===== src/sv/ptrs_pkg.sv =====
// ----------------------------------------------------------------------------
// Power timer register slave package
// Shared types, register addresses and the read group lookup.
// ----------------------------------------------------------------------------
package ptrs_pkg;

    // Bus command codes carried in the input tuser
    localparam logic [1:0] CMD_POINTER = 2'd0;
    localparam logic [1:0] CMD_WRITE   = 2'd1;
    localparam logic [1:0] CMD_READ    = 2'd2;

    // Register addresses
    localparam logic [7:0] ADDR_POWER_HOLD = 8'h00;
    localparam logic [7:0] ADDR_BACKLIGHT  = 8'h01;
    localparam logic [7:0] ADDR_BUTTON_A   = 8'h10;
    localparam logic [7:0] ADDR_BUTTON_B   = 8'h11;
    localparam logic [7:0] ADDR_WAKE_SRC   = 8'h20;
    localparam logic [7:0] ADDR_SLEEP_SRC  = 8'h21;
    localparam logic [7:0] ADDR_WAKE_TIME  = 8'h30;
    localparam logic [7:0] ADDR_WAKE_END   = 8'h32;
    localparam logic [7:0] ADDR_SLEEP_REQ  = 8'h40;
    localparam logic [7:0] ADDR_CYCLE_MODE = 8'h41;
    localparam logic [7:0] ADDR_MEAS_LO    = 8'h60;
    localparam logic [7:0] ADDR_MEAS_HI    = 8'h77;
    localparam logic [7:0] ADDR_SLEEP_TIME = 8'h80;
    localparam logic [7:0] ADDR_SLEEP_END  = 8'h82;
    localparam logic [7:0] ADDR_CHARGING   = 8'h90;
    localparam logic [7:0] ADDR_BOOT_SEL   = 8'hF1;
    localparam logic [7:0] ADDR_FW_ID      = 8'hFE;
    localparam logic [7:0] ADDR_SLAVE_ADDR = 8'hFF;

    localparam logic [2:0] SOURCE_MASK    = 3'h7;
    localparam int         NUM_MEAS_WORDS = 6;

    // Parameter defaults
    localparam int DEFAULT_ADDRESS_DEF = 86;
    localparam int FIRMWARE_ID_DEF     = 1;
    localparam int BUS_SLEEP_BIT_DEF   = 2;

    typedef enum logic [1:0] {
        ST_IDLE,
        ST_DECODE,
        ST_LOAD,
        ST_SEND
    } t_state;

    typedef struct packed {
        logic capture;
        logic apply_pointer;
        logic apply_write;
        logic start_read;
        logic load_byte;
        logic advance;
    } t_ctrl_cmd;

    typedef struct packed {
        logic [1:0] cmd;
        logic       read_mapped;
        logic       run_done;
    } t_ctrl_status;

    typedef struct packed {
        logic       mapped;
        logic [7:0] last_addr;
    } t_group;

    // Read group of a pointer: whether it is readable and the group's last address
    function automatic t_group read_group(input logic [7:0] ptr);
        t_group g;
        g.mapped    = 1'b1;
        g.last_addr = ptr;
        if (ptr == ADDR_BUTTON_A || ptr == ADDR_BUTTON_B) begin
            g.last_addr = ADDR_BUTTON_B;
        end else if (ptr == ADDR_WAKE_SRC || ptr == ADDR_SLEEP_SRC) begin
            g.last_addr = ADDR_SLEEP_SRC;
        end else if (ptr >= ADDR_WAKE_TIME && ptr <= ADDR_WAKE_END) begin
            g.last_addr = ADDR_WAKE_END;
        end else if (ptr >= ADDR_SLEEP_TIME && ptr <= ADDR_SLEEP_END) begin
            g.last_addr = ADDR_SLEEP_END;
        end else if (ptr >= ADDR_MEAS_LO && ptr <= ADDR_MEAS_HI) begin
            g.last_addr = ADDR_MEAS_HI;
        end else if (ptr == ADDR_POWER_HOLD || ptr == ADDR_BACKLIGHT
                     || ptr == ADDR_CYCLE_MODE || ptr == ADDR_CHARGING
                     || ptr == ADDR_FW_ID || ptr == ADDR_BOOT_SEL
                     || ptr == ADDR_SLAVE_ADDR) begin
            g.last_addr = ptr;
        end else begin
            g.mapped = 1'b0;
        end
        return g;
    endfunction

endpackage


===== src/sv/ptrs_ctrl.sv =====
// ----------------------------------------------------------------------------
// Power timer register slave controller
// Sequences capture, decode, byte load and send for one bus item at a time.
// ----------------------------------------------------------------------------
module ptrs_ctrl (
    input  logic                  i_clk,
    input  logic                  i_rst_n,
    input  logic                  i_in_valid,
    input  logic                  i_out_ready,
    input  ptrs_pkg::t_ctrl_status i_status,
    output logic                  o_in_ready,
    output logic                  o_out_valid,
    output ptrs_pkg::t_ctrl_cmd   o_cmd
);

    ptrs_pkg::t_state r_state;
    ptrs_pkg::t_state n_state;

    always_ff @(posedge i_clk) begin
        if (!i_rst_n) begin
            r_state <= ptrs_pkg::ST_IDLE;
        end else begin
            r_state <= n_state;
        end
    end

    always_comb begin
        n_state = r_state;
        unique case (r_state)
            ptrs_pkg::ST_IDLE: begin
                if (i_in_valid) begin
                    n_state = ptrs_pkg::ST_DECODE;
                end
            end
            ptrs_pkg::ST_DECODE: begin
                if (i_status.cmd == ptrs_pkg::CMD_WRITE) begin
                    n_state = ptrs_pkg::ST_SEND;
                end else if (i_status.cmd == ptrs_pkg::CMD_READ && i_status.read_mapped) begin
                    n_state = ptrs_pkg::ST_LOAD;
                end else begin
                    n_state = ptrs_pkg::ST_IDLE;
                end
            end
            ptrs_pkg::ST_LOAD: begin
                n_state = ptrs_pkg::ST_SEND;
            end
            ptrs_pkg::ST_SEND: begin
                if (i_out_ready) begin
                    n_state = i_status.run_done ? ptrs_pkg::ST_IDLE : ptrs_pkg::ST_LOAD;
                end
            end
            default: n_state = ptrs_pkg::ST_IDLE;
        endcase
    end

    always_comb begin
        o_in_ready  = (r_state == ptrs_pkg::ST_IDLE);
        o_out_valid = (r_state == ptrs_pkg::ST_SEND);
        o_cmd       = '0;
        unique case (r_state)
            ptrs_pkg::ST_IDLE: begin
                o_cmd.capture = i_in_valid;
            end
            ptrs_pkg::ST_DECODE: begin
                o_cmd.apply_pointer = (i_status.cmd == ptrs_pkg::CMD_POINTER);
                o_cmd.apply_write   = (i_status.cmd == ptrs_pkg::CMD_WRITE);
                o_cmd.start_read    = (i_status.cmd == ptrs_pkg::CMD_READ)
                                      && i_status.read_mapped;
            end
            ptrs_pkg::ST_LOAD: begin
                o_cmd.load_byte = 1'b1;
            end
            ptrs_pkg::ST_SEND: begin
                o_cmd.advance = i_out_ready && !i_status.run_done;
            end
            default: o_cmd = '0;
        endcase
    end

endmodule


===== src/sv/ptrs_datapath.sv =====
// ----------------------------------------------------------------------------
// Power timer register slave datapath
// Holds the register map, the captured bus item and the outgoing byte.
// ----------------------------------------------------------------------------
module ptrs_datapath #(
    parameter int DEFAULT_ADDRESS = ptrs_pkg::DEFAULT_ADDRESS_DEF,
    parameter int FIRMWARE_ID     = ptrs_pkg::FIRMWARE_ID_DEF,
    parameter int BUS_SLEEP_BIT   = ptrs_pkg::BUS_SLEEP_BIT_DEF
) (
    input  logic                   i_clk,
    input  logic                   i_rst_n,
    input  ptrs_pkg::t_ctrl_cmd    i_cmd,
    input  logic [1:0]             i_item_cmd,
    input  logic [7:0]             i_bus_byte,
    input  logic                   i_last_byte,
    input  logic [7:0]             i_button_a,
    input  logic [7:0]             i_button_b,
    input  logic                   i_charge_pin,
    input  logic [191:0]           i_meas,
    output ptrs_pkg::t_ctrl_status o_status,
    output logic [7:0]             o_read_data,
    output logic                   o_is_read,
    output logic                   o_last_of_run,
    output logic                   o_power_hold,
    output logic                   o_backlight,
    output logic                   o_sleep_request,
    output logic                   o_cycle_mode,
    output logic [6:0]             o_bus_address
);

    localparam logic [2:0] SleepMask   = 3'(3'd1 << BUS_SLEEP_BIT);
    localparam logic [2:0] WakeReset   = ptrs_pkg::SOURCE_MASK & ~SleepMask;
    localparam logic [6:0] AddrReset   = 7'(DEFAULT_ADDRESS);
    localparam logic [7:0] FirmwareId  = 8'(FIRMWARE_ID);

    // Captured item
    logic [1:0]  r_item_cmd;
    logic [7:0]  r_item_byte;
    logic        r_item_last;
    logic [7:0]  r_button_a;
    logic [7:0]  r_button_b;
    logic        r_charge_pin;
    logic [31:0] r_meas [ptrs_pkg::NUM_MEAS_WORDS];

    // Register map
    logic [7:0] r_pointer;
    logic [7:0] r_offset;
    logic       r_power_hold;
    logic       r_backlight;
    logic [2:0] r_wake_src;
    logic [2:0] r_sleep_src;
    logic [1:0] r_src_enable;
    logic [7:0] r_wake_time  [3];
    logic [7:0] r_sleep_time [3];
    logic       r_sleep_request;
    logic       r_cycle_mode;
    logic [7:0] r_boot_select;
    logic [6:0] r_slave_addr;

    // Read run and output register
    logic [7:0] r_index;
    logic [7:0] r_read_data;
    logic       r_is_read;
    logic       r_last_flag;

    ptrs_pkg::t_group group;
    logic [8:0]       wr_addr;
    logic             wr_nz;
    logic [7:0]       meas_off;
    logic [31:0]      meas_word;
    logic [7:0]       meas_byte;
    logic [7:0]       rd_byte;

    assign group   = ptrs_pkg::read_group(r_pointer);
    assign wr_addr = {1'b0, r_pointer} + {1'b0, r_offset};
    assign wr_nz   = (r_item_byte != 8'd0);

    always_ff @(posedge i_clk) begin
        if (i_cmd.capture) begin
            r_item_cmd   <= i_item_cmd;
            r_item_byte  <= i_bus_byte;
            r_item_last  <= i_last_byte;
            r_button_a   <= i_button_a;
            r_button_b   <= i_button_b;
            r_charge_pin <= i_charge_pin;
            for (int w = 0; w < ptrs_pkg::NUM_MEAS_WORDS; w++) begin
                r_meas[w] <= i_meas[w*32 +: 32];
            end
        end
    end

    always_ff @(posedge i_clk) begin
        if (!i_rst_n) begin
            r_pointer       <= 8'd0;
            r_offset        <= 8'd0;
            r_power_hold    <= 1'b1;
            r_backlight     <= 1'b1;
            r_wake_src      <= WakeReset;
            r_sleep_src     <= ptrs_pkg::SOURCE_MASK;
            r_src_enable    <= 2'b00;
            r_wake_time     <= '{default: 8'd0};
            r_sleep_time    <= '{default: 8'd0};
            r_sleep_request <= 1'b0;
            r_cycle_mode    <= 1'b0;
            r_boot_select   <= 8'd0;
            r_slave_addr    <= AddrReset;
        end else if (i_cmd.apply_pointer) begin
            r_pointer <= r_item_byte;
            r_offset  <= 8'd0;
        end else if (i_cmd.apply_write) begin
            // Each data byte only lands inside the group that the pointer opened.
            if (r_pointer == ptrs_pkg::ADDR_POWER_HOLD) begin
                if (wr_addr == {1'b0, ptrs_pkg::ADDR_POWER_HOLD}) r_power_hold <= wr_nz;
            end else if (r_pointer == ptrs_pkg::ADDR_BACKLIGHT) begin
                if (wr_addr == {1'b0, ptrs_pkg::ADDR_BACKLIGHT}) r_backlight <= wr_nz;
            end else if (r_pointer == ptrs_pkg::ADDR_WAKE_SRC
                         || r_pointer == ptrs_pkg::ADDR_SLEEP_SRC) begin
                if (wr_addr == {1'b0, ptrs_pkg::ADDR_WAKE_SRC}) begin
                    r_wake_src      <= r_item_byte[2:0];
                    r_src_enable[0] <= wr_nz;
                end else if (wr_addr == {1'b0, ptrs_pkg::ADDR_SLEEP_SRC}) begin
                    r_sleep_src     <= r_item_byte[2:0];
                    r_src_enable[1] <= wr_nz;
                end
            end else if (r_pointer >= ptrs_pkg::ADDR_WAKE_TIME
                         && r_pointer <= ptrs_pkg::ADDR_WAKE_END) begin
                if (wr_addr <= {1'b0, ptrs_pkg::ADDR_WAKE_END}) begin
                    r_wake_time[wr_addr[1:0]] <= r_item_byte;
                end
            end else if (r_pointer >= ptrs_pkg::ADDR_SLEEP_TIME
                         && r_pointer <= ptrs_pkg::ADDR_SLEEP_END) begin
                if (wr_addr <= {1'b0, ptrs_pkg::ADDR_SLEEP_END}) begin
                    r_sleep_time[wr_addr[1:0]] <= r_item_byte;
                end
            end else if (r_pointer == ptrs_pkg::ADDR_SLEEP_REQ) begin
                if (wr_addr == {1'b0, ptrs_pkg::ADDR_SLEEP_REQ} && wr_nz
                    && (r_sleep_src & SleepMask) != 3'd0) begin
                    r_sleep_request <= 1'b1;
                end
            end else if (r_pointer == ptrs_pkg::ADDR_CYCLE_MODE) begin
                if (wr_addr == {1'b0, ptrs_pkg::ADDR_CYCLE_MODE}) r_cycle_mode <= wr_nz;
            end else if (r_pointer == ptrs_pkg::ADDR_BOOT_SEL) begin
                if (wr_addr == {1'b0, ptrs_pkg::ADDR_BOOT_SEL}) r_boot_select <= r_item_byte;
            end else if (r_pointer == ptrs_pkg::ADDR_SLAVE_ADDR) begin
                // The address is taken only from a lone data byte below 128.
                if (r_offset == 8'd0 && r_item_last && !r_item_byte[7]) begin
                    r_slave_addr <= r_item_byte[6:0];
                end
            end
            if (r_item_last) begin
                r_offset <= 8'hFF;
            end else if (r_offset != 8'hFF) begin
                r_offset <= r_offset + 8'd1;
            end
        end
    end

    // Measurement bytes, least significant byte of each word first
    assign meas_off = r_index - ptrs_pkg::ADDR_MEAS_LO;

    always_comb begin
        unique case (meas_off[4:2])
            3'd0:    meas_word = r_meas[0];
            3'd1:    meas_word = r_meas[1];
            3'd2:    meas_word = r_meas[2];
            3'd3:    meas_word = r_meas[3];
            3'd4:    meas_word = r_meas[4];
            3'd5:    meas_word = r_meas[5];
            default: meas_word = 32'd0;
        endcase
        meas_byte = meas_word[{meas_off[1:0], 3'b000} +: 8];
    end

    always_comb begin
        rd_byte = 8'd0;
        if (r_index >= ptrs_pkg::ADDR_MEAS_LO && r_index <= ptrs_pkg::ADDR_MEAS_HI) begin
            rd_byte = meas_byte;
        end else if (r_index >= ptrs_pkg::ADDR_WAKE_TIME
                     && r_index <= ptrs_pkg::ADDR_WAKE_END) begin
            rd_byte = r_wake_time[r_index[1:0]];
        end else if (r_index >= ptrs_pkg::ADDR_SLEEP_TIME
                     && r_index <= ptrs_pkg::ADDR_SLEEP_END) begin
            rd_byte = r_sleep_time[r_index[1:0]];
        end else if (r_index == ptrs_pkg::ADDR_POWER_HOLD) begin
            rd_byte = {7'd0, r_power_hold};
        end else if (r_index == ptrs_pkg::ADDR_BACKLIGHT) begin
            rd_byte = {7'd0, r_backlight};
        end else if (r_index == ptrs_pkg::ADDR_BUTTON_A) begin
            rd_byte = r_button_a;
        end else if (r_index == ptrs_pkg::ADDR_BUTTON_B) begin
            rd_byte = r_button_b;
        end else if (r_index == ptrs_pkg::ADDR_WAKE_SRC) begin
            rd_byte = {5'd0, r_wake_src};
        end else if (r_index == ptrs_pkg::ADDR_SLEEP_SRC) begin
            rd_byte = {5'd0, r_sleep_src};
        end else if (r_index == ptrs_pkg::ADDR_CYCLE_MODE) begin
            rd_byte = {7'd0, r_cycle_mode};
        end else if (r_index == ptrs_pkg::ADDR_CHARGING) begin
            rd_byte = {7'd0, !r_charge_pin};
        end else if (r_index == ptrs_pkg::ADDR_FW_ID) begin
            rd_byte = FirmwareId;
        end else if (r_index == ptrs_pkg::ADDR_BOOT_SEL) begin
            rd_byte = r_boot_select;
        end else if (r_index == ptrs_pkg::ADDR_SLAVE_ADDR) begin
            rd_byte = {1'b0, r_slave_addr};
        end
    end

    always_ff @(posedge i_clk) begin
        if (i_cmd.start_read) begin
            r_index <= r_pointer;
        end else if (i_cmd.advance) begin
            r_index <= r_index + 8'd1;
        end
        if (i_cmd.apply_write) begin
            r_read_data <= 8'd0;
            r_is_read   <= 1'b0;
            r_last_flag <= 1'b0;
        end else if (i_cmd.load_byte) begin
            r_read_data <= rd_byte;
            r_is_read   <= 1'b1;
            r_last_flag <= (r_index == group.last_addr);
        end
    end

    always_comb begin
        o_status.cmd         = r_item_cmd;
        o_status.read_mapped = group.mapped;
        o_status.run_done    = !r_is_read || r_last_flag;
    end

    // Status bits follow the live registers, which stay still while a result waits.
    assign o_read_data     = r_read_data;
    assign o_is_read       = r_is_read;
    assign o_last_of_run   = r_last_flag;
    assign o_power_hold    = r_power_hold;
    assign o_backlight     = r_backlight;
    assign o_sleep_request = r_sleep_request;
    assign o_cycle_mode    = r_cycle_mode;
    assign o_bus_address   = r_slave_addr;

endmodule


===== src/sv/power_timer_register_slave.sv =====
// ----------------------------------------------------------------------------
// Power timer register slave
// Byte-level register map behind a two-wire bus: pointer, writes and read runs.
// ----------------------------------------------------------------------------
//  Channel  | Direction | tdata (low bit up)                        | tuser   | tlast
//  s_axis   | in        | bus_byte, button A, button B, charge pin, | cmd     | last_byte
//           |           | six 32-bit measurement words              |         |
//  m_axis   | out       | read_data, power hold, backlight, sleep   | is_read | last_of_run
//           |           | request, cycle mode, bus address          |         |
//
//  A pointer or ignored item passes through capture and decode only; a write also
//  needs the acknowledgement transfer; a read run adds a load and a send for each
//  byte, set by the single byte output register.
//  Reset is synchronous and active low; it restores the register map defaults.
//  A stalled output holds the block, and no new item is taken until the last
//  result of the current one has been transferred.
// ----------------------------------------------------------------------------
module power_timer_register_slave #(
    parameter int DEFAULT_ADDRESS = ptrs_pkg::DEFAULT_ADDRESS_DEF,
    parameter int FIRMWARE_ID     = ptrs_pkg::FIRMWARE_ID_DEF,
    parameter int BUS_SLEEP_BIT   = ptrs_pkg::BUS_SLEEP_BIT_DEF
) (
    input  logic         i_clk,
    input  logic         i_rst_n,
    input  logic         s_axis_tvalid,
    output logic         s_axis_tready,
    // bus_byte[7:0], button_a_status[15:8], button_b_status[23:16], charge_pin[24],
    // input_voltage[56:25], input_current[88:57], port_voltage[120:89],
    // port_current[152:121], battery_voltage[184:153], battery_current[216:185], zero
    input  logic [223:0] s_axis_tdata,
    // cmd[1:0]
    input  logic [1:0]   s_axis_tuser,
    input  logic         s_axis_tlast,
    output logic         m_axis_tvalid,
    input  logic         m_axis_tready,
    // read_data[7:0], power_hold_out[8], backlight_out[9], sleep_request_out[10],
    // cycle_mode_out[11], bus_address_out[18:12], zero[23:19]
    output logic [23:0]  m_axis_tdata,
    // is_read
    output logic         m_axis_tuser,
    output logic         m_axis_tlast
);

    ptrs_pkg::t_ctrl_cmd    cmd;
    ptrs_pkg::t_ctrl_status status;
    logic [7:0]             read_data;
    logic                   power_hold;
    logic                   backlight;
    logic                   sleep_request;
    logic                   cycle_mode;
    logic [6:0]             bus_address;

    ptrs_ctrl u_ctrl (
        .i_clk       (i_clk),
        .i_rst_n     (i_rst_n),
        .i_in_valid  (s_axis_tvalid),
        .i_out_ready (m_axis_tready),
        .i_status    (status),
        .o_in_ready  (s_axis_tready),
        .o_out_valid (m_axis_tvalid),
        .o_cmd       (cmd)
    );

    ptrs_datapath #(
        .DEFAULT_ADDRESS (DEFAULT_ADDRESS),
        .FIRMWARE_ID     (FIRMWARE_ID),
        .BUS_SLEEP_BIT   (BUS_SLEEP_BIT)
    ) u_datapath (
        .i_clk           (i_clk),
        .i_rst_n         (i_rst_n),
        .i_cmd           (cmd),
        .i_item_cmd      (s_axis_tuser),
        .i_bus_byte      (s_axis_tdata[7:0]),
        .i_last_byte     (s_axis_tlast),
        .i_button_a      (s_axis_tdata[15:8]),
        .i_button_b      (s_axis_tdata[23:16]),
        .i_charge_pin    (s_axis_tdata[24]),
        .i_meas          (s_axis_tdata[216:25]),
        .o_status        (status),
        .o_read_data     (read_data),
        .o_is_read       (m_axis_tuser),
        .o_last_of_run   (m_axis_tlast),
        .o_power_hold    (power_hold),
        .o_backlight     (backlight),
        .o_sleep_request (sleep_request),
        .o_cycle_mode    (cycle_mode),
        .o_bus_address   (bus_address)
    );

    assign m_axis_tdata = {5'd0, bus_address, cycle_mode, sleep_request,
                           backlight, power_hold, read_data};

endmodule

===== config.mk =====
export PLATFORM = sky130hd
export DESIGN_NAME = power_timer_register_slave
export DESIGN_NICKNAME = d
export VERILOG_FILES = /design/src/sv/ptrs_pkg.sv /design/src/sv/ptrs_ctrl.sv /design/src/sv/ptrs_datapath.sv /design/src/sv/power_timer_register_slave.sv
export SDC_FILE = /design/constraint.sdc
export NUM_CORES = 1
export LEC_CHECK = 0
export BUFFER_PORTS_ARGS = -buffer_cell sky130_fd_sc_hd__buf_2
export CELL_PAD_IN_SITES_DETAIL_PLACEMENT = 1
export CELL_PAD_IN_SITES_GLOBAL_PLACEMENT = 1
export CORE_MARGIN = 2
export CORE_UTILIZATION = 45
export CTS_CLUSTER_DIAMETER = 30
export DETAILED_ROUTE_END_ITERATION = 8
export PLACE_DENSITY_LB_ADDON = 0.1
export SLEW_MARGIN = 20
export SYNTH_ARGS = -nofsm -noshare
export SYNTH_HDL_FRONTEND = slang
export SYNTH_SLANG_ARGS = --single-unit
export TNS_END_PERCENT = 20

===== constraint.sdc =====
create_clock -name i_clk -period 8.7 [get_ports i_clk]
set_input_delay 2.175 -clock i_clk [delete_from_list [all_inputs] [get_ports i_clk]]
set_output_delay 2.175 -clock i_clk [all_outputs]
set_load 0.02 [all_outputs]

After elaboration in Yosys (flattened, before gate mapping)

Memory sizes are Yosys's and may differ from the RTL's.
Cells that the tools add are included.

Add/subtract/negate cells: 4
$lt $le $gt $ge: 17
Equality and inequality tests: 41
Shift-type cells: 1
Multiplexer cells: 52
Bitwise gates (word level): 13
Reduce and logical (&&, ||, !) cells: 49

Operators with widths:

| cell                | count |
|---|---|
| $mux 8              | 27 |
| $pmux 32 s6         | 1 |
| $eq 8x8->1 const B  | 8 |
| $bwmux 24           | 2 |
| $bmux 8 s2          | 2 |
| $eq 8x5->1 const B  | 4 |
| $eq 8x6->1 const B  | 4 |
| $shiftx 32x6->8     | 1 |
| $eq 8x7->1 const B  | 3 |
| $logic_not 8->1     | 3 |
| $eq 9x6->1 const B  | 2 |
| $eq 9x7->1 const B  | 2 |
| $add 8x1->8 const B | 2 |
| $demux 8 s2         | 1 |
| $eq 8x1->1 const B  | 2 |
| $ge 8x6->1 const B  | 2 |
| $ge 8x7->1 const B  | 2 |
| $ge 8x8->1 const B  | 2 |
| $le 8x6->1 const B  | 2 |
| $le 8x7->1 const B  | 2 |
| $le 8x8->1 const B  | 2 |
| $reduce_and 7->1    | 2 |
| $logic_and 1x1->1   | 13 |
| $reduce_and 12->1   | 1 |
| 40 further kinds    | 85 |

Register bits: 137
Bits in writable memories: 192
Bits of input ports: 231
Output and inout bits: 28
Memories: 1

Memory list:

| name              | words | bits a word | read ports | clocked after Yosys merged registers in | write ports | RTL line            | source |
|---|---|---|---|---|---|---|---|
| u_datapath.r_meas | 6     | 32          | 6          | 0                                       | 6           | ptrs_datapath.sv:43 | `logic [31:0] r_meas [ptrs_pkg::NUM_MEAS_WORDS];` |

Longest topological paths before layout

Depth after elaboration: 17
Mapped depth: 11
Mapped depth without buffers: 9

Hierarchy

From an unflattened synthesis, not the netlist that was laid out.

Cells, all modules: 1207
Area total of the unflattened synthesis: 14686.6 µm²

Modules (own cells, without submodules):

| module                     | times used | cells each | area each (µm²) | sequential area each (µm²) |
|---|---|---|---|---|
| ptrs_datapath              | 1          | 1176       | 14461.4         | 8828.5 |
| ptrs_ctrl                  | 1          | 21         | 153.9           | 40.0 |
| power_timer_register_slave | 1          | 10         | 71.3            | 0.0 |

Least setup slack after synthesis

OpenSTA, ideal clock, no wires.

Path kind: input -> register
From: input port s_axis_tvalid
To: register u_datapath.r_button_a[0], enable pin
Data arrival time: 7158 ps
Data required time: 8093 ps
Setup slack: 935 ps
Stages on the path: 1
Path buffers: 0
Cells stage by stage: and2_1

Longest elaborated chain between the ends: 1

RTL lines:

| item                 | RTL line                         | source |
|---|---|---|
| from (decl)          | power_timer_register_slave.sv:25 | `input logic s_axis_tvalid,` |
| $mux 1               | ptrs_ctrl.sv:60                  | `unique case (r_state)` |
| to (signal assigned) | ptrs_datapath.sv:83              | `r_button_a <= i_button_a;` |
| to (decl)            | ptrs_datapath.sv:40              | `logic [7:0] r_button_a;` |

Every way passes these cells.
A chain may end at the register's enable or synchronous reset.

==> out/qor.txt <==
Average cell area after synthesis = 12.3 um2
Share of the cycle needed by the critical path after routing = 44.2%
Count of final setup violators = 0
Critical Path Max Stage Delay = 0.85 ns
Maximum number of pins on one net before global-route repair = 201
Via count of the first global-routing pass = 11972
DR pass1 iterations = 5
Total internal power = 3.80 mW
Portion of total power attributed to the clock network = 55.7%
DRC viols = 0
Largest voltage drop on the vdd net = 178 uV
Sequential fraction of the synthesis area = 60.0%
Ys flop type = sky130_fd_sc_hd__edfxtp_1
Worst setup EP type = register
Mapped Cells = 1205
Area growth, synth to finish = 28.5%
Global-route usage over all layers = 27.0%
CTS H-tree lvls = 3
Outcome = finished, final reports clean
Actual transition at the worst max-transition pin = 0.999 ns
Net count, final = 1724
CP arrival = 4.35 ns
Hold Fails Final Rpt = 0
Root Driver = sky130_fd_sc_hd__clkbuf_16
Post-synthesis instance area = 14800 um2
Effective utilization at floorplan = 45.6%
Fraction of power consumed by combinational cells = 7.0%
Flop and latch count out of synthesis = 329
Most frequent cells after synthesis = 228 x sky130_fd_sc_hd__edfxtp_1, 139 x sky130_fd_sc_hd__nand2_1, 106 x sky130_fd_sc_hd__mux2i_1
Share of cells above drive strength 1 = 29.8%
Leak Pwr = 7.53 nW
Clk slew on worst S/H paths = 0.04 ns
Synth async-reset ratio = 0%
Overall Power = 4.99 mW
Die area = 34300 um2
Final Core Density = 58.6%
Proportion of power drawn by flip-flops and latches = 37.3%
FILL cells = 3333
Maximum count of clock buffers along a single path = 3
Top Ports = 259
Detailed Route Iter0 Violations = 754
Number of sinks handled by clock tree synthesis = 329
Final-report max-slew violation count = 0
FF/Latch Area = 8870 um2
Combined area of the multi-input logic cells = 5570 um2
Clock buffer count from CTS = 76
Count leader, synth = sky130_fd_sc_hd__edfxtp_1
Launch point of the worst reg-to-reg path = u_datapath.r_pointer[0]
Critical-path cell list = buf_2 -> buf_4 -> clkinv_1 -> nor3_1 -> nand4_1 -> nand2_1
Power per Cell Area = 262 nW/um2
Sum of routed wire length over all layers = 46.4 mm
Worst reg-to-reg setup slack = 5.20 ns
Setup repair after global routing missed its margin = false
Total congestion overflow after global routing = 0
Required time at the endpoint of the critical path = 9.21 ns
Die X = 185 um
Proportion of total power due to net switching = 23.8%
Total number of vias = 11282
Switch Pwr = 1.19 mW
Number of setup buffers added after CTS = 0
Antenna violations before repair = 13
Launch point of the critical path = i_rst_n
Share of the synthesized area in the top cell type = 46.3%
Num rows = 66
Cell family with the largest share of critical-path delay = buffers and inverters
Final weighted congestion in routability-driven placement = 0.847
Detailed-route wire length per cell = 23.3 um
First-pass GRT wire length = 69.1 mm
Cts-stage hold buffer count = 0
Largest area contributor in the synthesized netlist = sky130_fd_sc_hd__edfxtp_1
Worst path depth = 6
Final WS setup = 4.86 ns
Worst relative slew slack = 32.9%
Post-cts gate resize count = 0
Count of buffering cells on the critical path with inverters included = 3
DIE HEIGHT = 185 um
Cell variety after synth = 78
Post-route antenna net violation count = 0
CP max FO = 74
Number of warnings issued by yosys = 0
Number of synthesized flops with an enable pin = 228
Largest clock skew in the final design = 0.0231 ns
Core outline area = 32500 um2
Highest Clock Rate = 0.260 GHz
Endpoint of the worst-slack reg-to-reg timing path = u_datapath.r_sleep_time[23]
Clock period minus worst slack = 3.84 ns
Min-Delay Path Class = register to register
Worst Reg2Reg Path Length in Cells = 9
TritonCTS clock tree = done
Number of maximum-capacitance constraint violations = 0
Crit path max-delay cell type = sky130_fd_sc_hd__clkinv_1
Minimum setup slack after placement = 4.27 ns
Average vias per placed instance = 5.67
Critical Path End = u_datapath.o_sleep_request
Placed wire-length estimate = 31.0 mm
Dominant cells by area after synthesis = sky130_fd_sc_hd__edfxtp_1 46%, sky130_fd_sc_hd__dfxtp_1 14%, sky130_fd_sc_hd__mux2i_1 7.2%
Final setup TNS = 0 ns
Port buffer count = 246
Clock latency at the later pin of the worst-skew pair = 0.58 ns
Startpoint class of the critical path = input port
Type of the worst setup path = input port to register
[cell type report]
type                            count  area share (%)
Clock inverter                     46            2.53
Inverter                           16           0.316
Timing Repair Buffer              265            7.40
Sequential cell                   329            46.6
Antenna cell                       12           0.158
Clock buffer                       90            10.8
Multi-Input combinational cell    790            29.3
Tap cell                          442            2.91
[cells in the final DEF, fill, tap and decap left out, types with 7 or more instances in the layout]
cell	Yosys	layout
sky130_fd_sc_hd__nor2b_1	17	17
sky130_fd_sc_hd__xnor2_1	14	14
sky130_fd_sc_hd__mux2_2	37	37
sky130_fd_sc_hd__and3_1	11	11
sky130_fd_sc_hd__buf_4	9	17
sky130_fd_sc_hd__mux2i_1	106	106
sky130_fd_sc_hd__nand3_1	23	23
sky130_fd_sc_hd__edfxtp_1	228	228
sky130_fd_sc_hd__clkinv_1	2	7
sky130_fd_sc_hd__xor2_1	8	8
sky130_fd_sc_hd__buf_2	8	246
sky130_fd_sc_hd__nand2b_1	10	10
sky130_fd_sc_hd__inv_1	14	14
sky130_fd_sc_hd__nor3_1	19	19
sky130_fd_sc_hd__clkbuf_16	0	79
sky130_fd_sc_hd__o211ai_1	9	9
sky130_fd_sc_hd__a211oi_1	8	8
sky130_fd_sc_hd__nand2_1	139	139
sky130_fd_sc_hd__a21o_1	7	7
sky130_fd_sc_hd__o2bb2ai_1	14	14
sky130_fd_sc_hd__diode_2	0	12
sky130_fd_sc_hd__nand4_1	12	12
sky130_fd_sc_hd__nor4_1	7	7
sky130_fd_sc_hd__o21ai_0	37	37
sky130_fd_sc_hd__o221ai_1	7	7
sky130_fd_sc_hd__ha_1	14	14
sky130_fd_sc_hd__clkinvlp_4	0	7
sky130_fd_sc_hd__a22oi_1	27	27
sky130_fd_sc_hd__mux4_2	10	10
sky130_fd_sc_hd__dfxtp_1	101	101
sky130_fd_sc_hd__clkinv_2	0	12
sky130_fd_sc_hd__a21oi_1	62	62
sky130_fd_sc_hd__clkbuf_1	44	8
sky130_fd_sc_hd__o22ai_1	14	14
sky130_fd_sc_hd__clkinv_4	0	10
sky130_fd_sc_hd__nor2_1	63	63
sky130_fd_sc_hd__a221oi_1	13	13
sky130_fd_sc_hd__a31oi_1	7	7
[layer usage]
layer / routed length (um) / part of all wire [%] / vias to the layer above / global-route usage, %
li1: - / - / 5177 / -
met1: 18700 / 40 / 5648 / 32.7
met2: 23700 / 51 / 361 / 46.2
met3: 2690 / 5.8 / 92 / 6.98
met4: 1320 / 2.8 / 4 / 10.3
met5: 31 / 0.067 / - / 0
[worst min path at each step]
stage,startpoint,endpoint,slack (ns),cells past startpoint
final,u_datapath.o_sleep_request,u_datapath.o_sleep_request,0.43,2
after global routing,u_datapath.r_sleep_time[14],u_datapath.r_sleep_time[14],0.48,2
after CTS,u_datapath.o_sleep_request,u_datapath.o_sleep_request,0.43,2
after detailed placement,u_datapath.o_sleep_request,u_datapath.o_sleep_request,0.43,2
after global placement,u_datapath.o_sleep_request,u_datapath.o_sleep_request,0.43,2
after floorplan,u_datapath.o_sleep_request,u_datapath.o_sleep_request,0.42,2
[worst register-to-register path, stage by stage (launching register included)]
cell                        delay, ns
sky130_fd_sc_hd__dfxtp_1         0.46
sky130_fd_sc_hd__ha_1            0.25
sky130_fd_sc_hd__inv_1           0.07
sky130_fd_sc_hd__fa_1            0.47
sky130_fd_sc_hd__xnor2_1         0.20
sky130_fd_sc_hd__a211oi_1        0.43
sky130_fd_sc_hd__o22ai_1         0.23
sky130_fd_sc_hd__a2111oi_2       0.54
sky130_fd_sc_hd__o211ai_2        0.45
sky130_fd_sc_hd__mux2i_1         0.24
[sequential cells by signal, summed over array words and instances (netlist names), 2 cells and up]
signal and count:
u_datapath.r_sleep_time 24, u_datapath.o_bus_address 7, u_datapath.r_sleep_src 3, u_datapath.r_pointer 8, u_datapath.r_wake_time 24, u_datapath.r_offset 8
u_datapath.r_boot_select 8, u_datapath.r_meas 192, u_datapath.r_button_b 8, u_datapath.o_read_data 8, u_datapath.r_button_a 8, u_datapath.r_wake_src 3
u_datapath.r_item_cmd 2, u_datapath.r_item_byte 8, u_datapath.r_index 8, u_ctrl.r_state 2
[kinds of logic (layout without fill, tap and decap cells)]
logic type / after synthesis / in the layout / synth area share (%)
multiplexers: 153 / 153 / 11.5
buffers and inverters: 90 / 417 / 2.58
adder cells (fa/ha/maj): 15 / 15 / 1.32
AND/OR/NAND/NOR: 342 / 342 / 11.3
flip-flops: 329 / 329 / 60.0
other: 1 / 17 / 0.0253
XOR/XNOR: 22 / 22 / 1.30
AO/OA/AOI/OAI: 253 / 253 / 12.0
[through the flow]
step,hold slack (ns),cell area (um2),cells
finish,0.430,19000,1990
CTS,0.433,19000,1977
floorplan,0.417,14800,1209
global route,0.479,19000,1983
global placement,0.435,16400,1841
detailed placement,0.427,16400,1841
[power by group through the flow]
stage	Sequential, mW	Clock, mW	Combinational, mW
2_1_floorplan	1.89	0	0.202
3_3_place_gp	1.88	0	0.339
3_5_place_dp	1.88	0	0.345
4_1_cts	1.86	2.81	0.349
5_1_grt	1.87	2.89	0.381
6_report	1.86	2.78	0.350
No activity file was read; power rests on OpenSTA's default activity.
